`src/hw/rtl/swe_pkg.sv`:
```
// Shared types and constants for the sliding window extreme block.
// No dependencies; every other RTL file imports this package.
`default_nettype none

package swe_pkg;

  // Deque depth and field widths
  localparam int WINDOW_MAX = 64;
  localparam int SAMPLE_W   = 32;
  localparam int CFG_W      = 7;
  localparam int CFG_IDX_W  = 1;

  // Front search: cells are scanned in groups, one registered level holding every group's pick
  localparam int GROUP_SIZE = 8;
  localparam int GROUPS     = WINDOW_MAX / GROUP_SIZE;

  // Configuration register indexes
  localparam logic [CFG_IDX_W-1:0] REG_WINDOW_SIZE = 1'd0;
  localparam logic [CFG_IDX_W-1:0] REG_SELECT_MIN  = 1'd1;

  typedef logic signed [SAMPLE_W-1:0] sample_t;

  // One cell's content as seen by its older neighbor
  typedef struct packed {
    logic    cand;
    sample_t value;
  } link_t;

  // Snapshot request from the cell row to the front search
  typedef struct packed {
    logic load;
    logic emit;
  } snap_t;

endpackage

`default_nettype wire

```
`src/hw/rtl/swe_cell.sv`:
```
// One cell of the candidate row: holds the sample of one age and its candidate flag.
// Depends on swe_pkg.
`default_nettype none

module swe_cell (
  input  logic            clk,
  input  logic            rst,
  input  logic            shift,
  input  logic            keep,
  input  logic            stop_in,
  input  logic            select_min,
  input  swe_pkg::sample_t sample,
  input  swe_pkg::link_t  prev,
  output swe_pkg::link_t  state,
  output logic            stop_out
);
  import swe_pkg::*;

  logic    cand;
  sample_t value;
  logic    live;
  logic    not_better;
  logic    kill;

  // Drop the incoming candidate when it left the window or a new sequence starts
  assign live = prev.cand & keep;

  // Compare against the new word; equal values count as not better
  assign not_better = select_min ? (prev.value >= sample) : (prev.value <= sample);

  // Pop only while every younger live candidate was popped too
  assign kill     = live & not_better & ~stop_in;
  assign stop_out = stop_in | (live & ~not_better);

  // Advance the flag one age per accepted word
  always_ff @(posedge clk) begin
    if (rst) begin
      cand <= 1'b0;
    end else if (shift) begin
      cand <= live & ~kill;
    end
  end

  // Advance the payload
  always_ff @(posedge clk) begin
    if (shift) begin
      value <= prev.value;
    end
  end

  assign state = '{cand: cand, value: value};

endmodule

`default_nettype wire

```
`config.mk`:
```
export PLATFORM = sky130hd
export DESIGN_NAME = swe_cell
export DESIGN_NICKNAME = d
export VERILOG_FILES = /design/src/hw/rtl/swe_pkg.sv /design/src/hw/rtl/swe_cell.sv
export SDC_FILE = /design/constraint.sdc
export NUM_CORES = 1
export LEC_CHECK = 0
export BUFFER_PORTS_ARGS = -buffer_cell sky130_fd_sc_hd__buf_2
export CORE_MARGIN = 1.5
export CORE_UTILIZATION = 40
export CTS_BUF_LIST = sky130_fd_sc_hd__clkbuf_4
export DETAILED_ROUTE_END_ITERATION = 10
export PLACE_DENSITY = 0.78
export SYNTH_ARGS = -nofsm -noshare
export SYNTH_HDL_FRONTEND = slang
export SYNTH_SLANG_ARGS = --single-unit
```
`constraint.sdc`:
```
create_clock -name clk -period 2.3 [get_ports clk]
set_clock_uncertainty 0.1 [all_clocks]
set_input_delay 0.23 -clock clk [delete_from_list [all_inputs] [get_ports clk]]
set_output_delay 0.23 -clock clk [all_outputs]
set_load 0.01 [all_outputs]
```
==> out/metrics.csv <==
stage,metric,value,unit
run_status,status,"finished, violations left",
run_status,violations,DRC,
synth,yosysSeqAreaShare,0.5237,
power_and_ir_drop,p_comb_frac,0.250,
clocking,htree_levels,2,
global_route,grt_usage,0.1845,
synth,syn_area,1873,um^2
sta,layout_setup_ws,0.1670,ns
synth,yosys.area_share.simple,0.07949,
finish,antenna_cells,0,
synth,synth_top_area_cell,edfxtp_1,
setup_path,crit_fanout,3,
finish,fin_area,2845,um^2
setup_path,crit_path_end,stop_out,
setup_path,crit_type,input pin to primary output,
sta,tns,0,ns
power_and_ir_drop,power_density,481.3,nW/um^2
placement,dp_slack,0.1657,ns
floorplanning,die-width,71.43,um
clocking,clk_latency,0.33,ns
clocking,numCtsBuffers,5,
route,vias,1713,
placement,placed_cell_area,2459,um^2
setup_path,start_kind,input pin,
sta,drv_slew,0,
power_and_ir_drop,switching_share,0.2721,
synth,synth_mux_area_frac,0,
setup_path,reg2reg_to,cand,
setup_path,rrSetupSlack,1.51,ns
clocking,cts_tree,built,
setup_path,critical_path.top_delay_family,compound AO/OA/AOI/OAI gates,
synth,synth_cells,160,
synth,yosys.area_share.xor_xnor,0.004676,
sta,relSlewSlack,0.6680,
setup_path,worst-path-stages,10,
setup_path,worst_r2r_startpoint,cand,
floorplanning,row_count,24,
sta,rsz0062_at_grt,no,
floorplanning,ios,105,
global_route,grt_overflow,0,
sta,clock.fmax,468.8,MHz
setup_path,worstSetupStartpoint,prev[23],
global_route,antenna_found_initial,0,
synth,ys_seq_elements,33,
sta,final-setup-viol-count,0,
sta,worst_slew_pin_slew,0.4981,ns
route,drt-total-wl,4.365,mm
finish,fillCellCount,394,
synth,synth-compound-area-share,0.1062,
synth,syn_nets,263,
power_and_ir_drop,vdd_drop_max,0.0003218,V
power_and_ir_drop,power.internal,996.8,uW
placement,gp_congestion,0.6946,
synth,yosysWarnings,0,
synth,synthAdderAreaFrac,0.2138,
synth,yosys.cell_types.count,28,
placement,port_buffers,104,
sta,hold_violations,0,
setup_path,reg2reg_depth,2,
setup_path,critPathArrivalTime,1.80,ns
power_and_ir_drop,p_sw,372.5,uW
route,dr.pass1.iters,7,
route,drc_errors,8,
setup_path,path_cells,"buf_2, ha_1, nand2_1, o21a_1, o211a_1, o21ai_0, a211o_2, nand3_2, nand2b_1, buf_2",
setup_path,crit_slowest_cell,ha_1,
setup_path,critical_path.max_stage_delay,0.30,ns
route,ant_nets,0,
finish,nNetsFinal,407,
global_route,grt_pass1_wl,7.279,mm
route,drt_iter0_drc,33,
sta,period_needed,2.133,ns
power_and_ir_drop,p_seq_frac,0.526,
sta,hold_ws,0.1207,ns
setup_path,end_kind,primary output,
clocking,cts_buffer_depth,2,
floorplanning,core_area,4444,um^2
route,vias_per_cell,4.798,
synth,syn_area_per_cell,11.71,um^2
synth,synth_top_family_by_area,adder cells,
finish,utilization,0.6402,
clocking,path_clk_slew,0.10,ns
setup_path,cp_num_buf_inv,2,
floorplanning,die_y,71.43,um
clocking,cts_root_buf,clkbuf_4,
sta,min_period_over_period,0.9274,
synth,synth.top_cell.area_share,0.5130,
finish,drive_above_1_share,0.3836,
route,wire_per_inst,12.23,um
floorplanning,start_util,0.4215,
power_and_ir_drop,power_frac_clock,0.224,
worst_hold_path,hp-class,input pin to flop,
setup_path,required,1.97,ns
placement,hpwl,3.379,mm
job,cap_violations,0,
global_route,grt_max_degree,23,
synth,synth_area_leaders,"edfxtp_1, ha_1, inv_1",
global_route,grt_pass1_vias,1725,
finish,area_growth,51.90,%
clocking,cts_sinks,33,
floorplanning,dieArea,5102,um^2
power_and_ir_drop,p_leak,1.439,nW
setup_path,cpMostUsedCell,buf_2,
[flip-flops by register name, indices dropped and copies added, names as in the netlist]
register and count:
cand 1, value 32
[logic make-up (layout without fill, tap and decap cells)]
| logic type | after synthesis | in the layout |
|---|---|---|
| fa+ha+maj | 32 | 32 |
| flops | 33 | 33 |
| simple gates | 27 | 27 |
| buf+inv | 35 | 180 |
| compound gates | 32 | 32 |
| xor+xnor | 1 | 1 |
[stage by stage]
step / total power, mW / std cells
floorplan: 0.8847 / 160
global placement: 1.024 / 316
detailed placement: 1.036 / 316
CTS: 1.390 / 357
global route: 1.455 / 357
finish: 1.369 / 357
[final cells by class]
cell class	instances	area, um^2	area share
Inverter	34	127.6	0.04485
Clock inverter	3	12.51	0.004398
Tap cell	52	65.06	0.02287
Timing Repair Buffer	138	858.3	0.3017
Clock buffer	5	37.54	0.01319
Sequential cell	33	980.9	0.3448
Multi-Input combinational cell	92	763.2	0.2682
[how the worst min path moves through the flow]
stage                     startpoint  depth (start not counted)   end  slack [ns]
after floorplan                  rst                          1  cand        0.20
after global routing            keep                          3  cand        0.13
after global placement           rst                          2  cand        0.30
after CTS                       keep                          3  cand         0.1
after detailed placement         rst                          2  cand        0.30
final                           keep                          3  cand        0.12
[cells in the final DEF (no fill, tap or decap), types with 2 or more instances in the layout]
cell type,count
a21oi_1,16
buf_2,104
clkbuf_4,5
clkinv_1,2
dlygate4sd3_1,33
edfxtp_1,32
ha_1,32
inv_1,34
nand2_1,8
nand3_1,3
nand4_1,7
nor2_1,2
o21ai_0,6
[power by group through the flow]
| stage | clock, mW | sequential, mW | combinational [mW] |
|---|---|---|---|
| 2_1_floorplan | 0 | 0.763 | 0.122 |
| 3_5_place_dp | 0 | 0.735 | 0.301 |
| 4_1_cts | 0.324 | 0.721 | 0.345 |
| 3_3_place_gp | 0 | 0.733 | 0.292 |
| 6_report | 0.307 | 0.720 | 0.342 |
| 5_1_grt | 0.342 | 0.726 | 0.387 |
[cell usage after synthesis, drive strengths merged]
library cell	count
o211ai	1
nand3	4
a311oi	1
nor3	1
o21a	1
buf	1
dfxtp	1
a21oi	17
nor4	2
edfxtp	32
a21o	1
a2111o	1
nor2	2
xnor2	1
nand2	8
a211o	1
ha	32
nor2b	1
nand4	8
nand2b	1
o21ai	7
a31oi	1
o211a	1
inv	34
[timing repair]
item / in CTS / in global routing
gates resized for setup: 0 / 1
setup endpoints to repair: 0 / 1
endpoints found under the hold margin: 33 / 0
setup buffers: 0 / 0
hold buffers: 33 / 0
[worst reg2reg max path: stages, from the launching register on]
cell and delay [ns]:
dfxtp_1 0.34, nor2_1 0.05, a311oi_2 0.23
[layer usage]
metal | wire [um] | share of wire | track usage | vias to the layer above
met5 | 0 | 0 | 0 | -
met4 | 83 | 0.019 | 0.08120 | 0
met3 | 345 | 0.079 | 0.04501 | 9
met2 | 2213 | 0.51 | 0.3406 | 76
met1 | 1722 | 0.39 | 0.1984 | 761
li1 | - | - | - | 867
No activity file was read; power rests on OpenSTA's default activity.
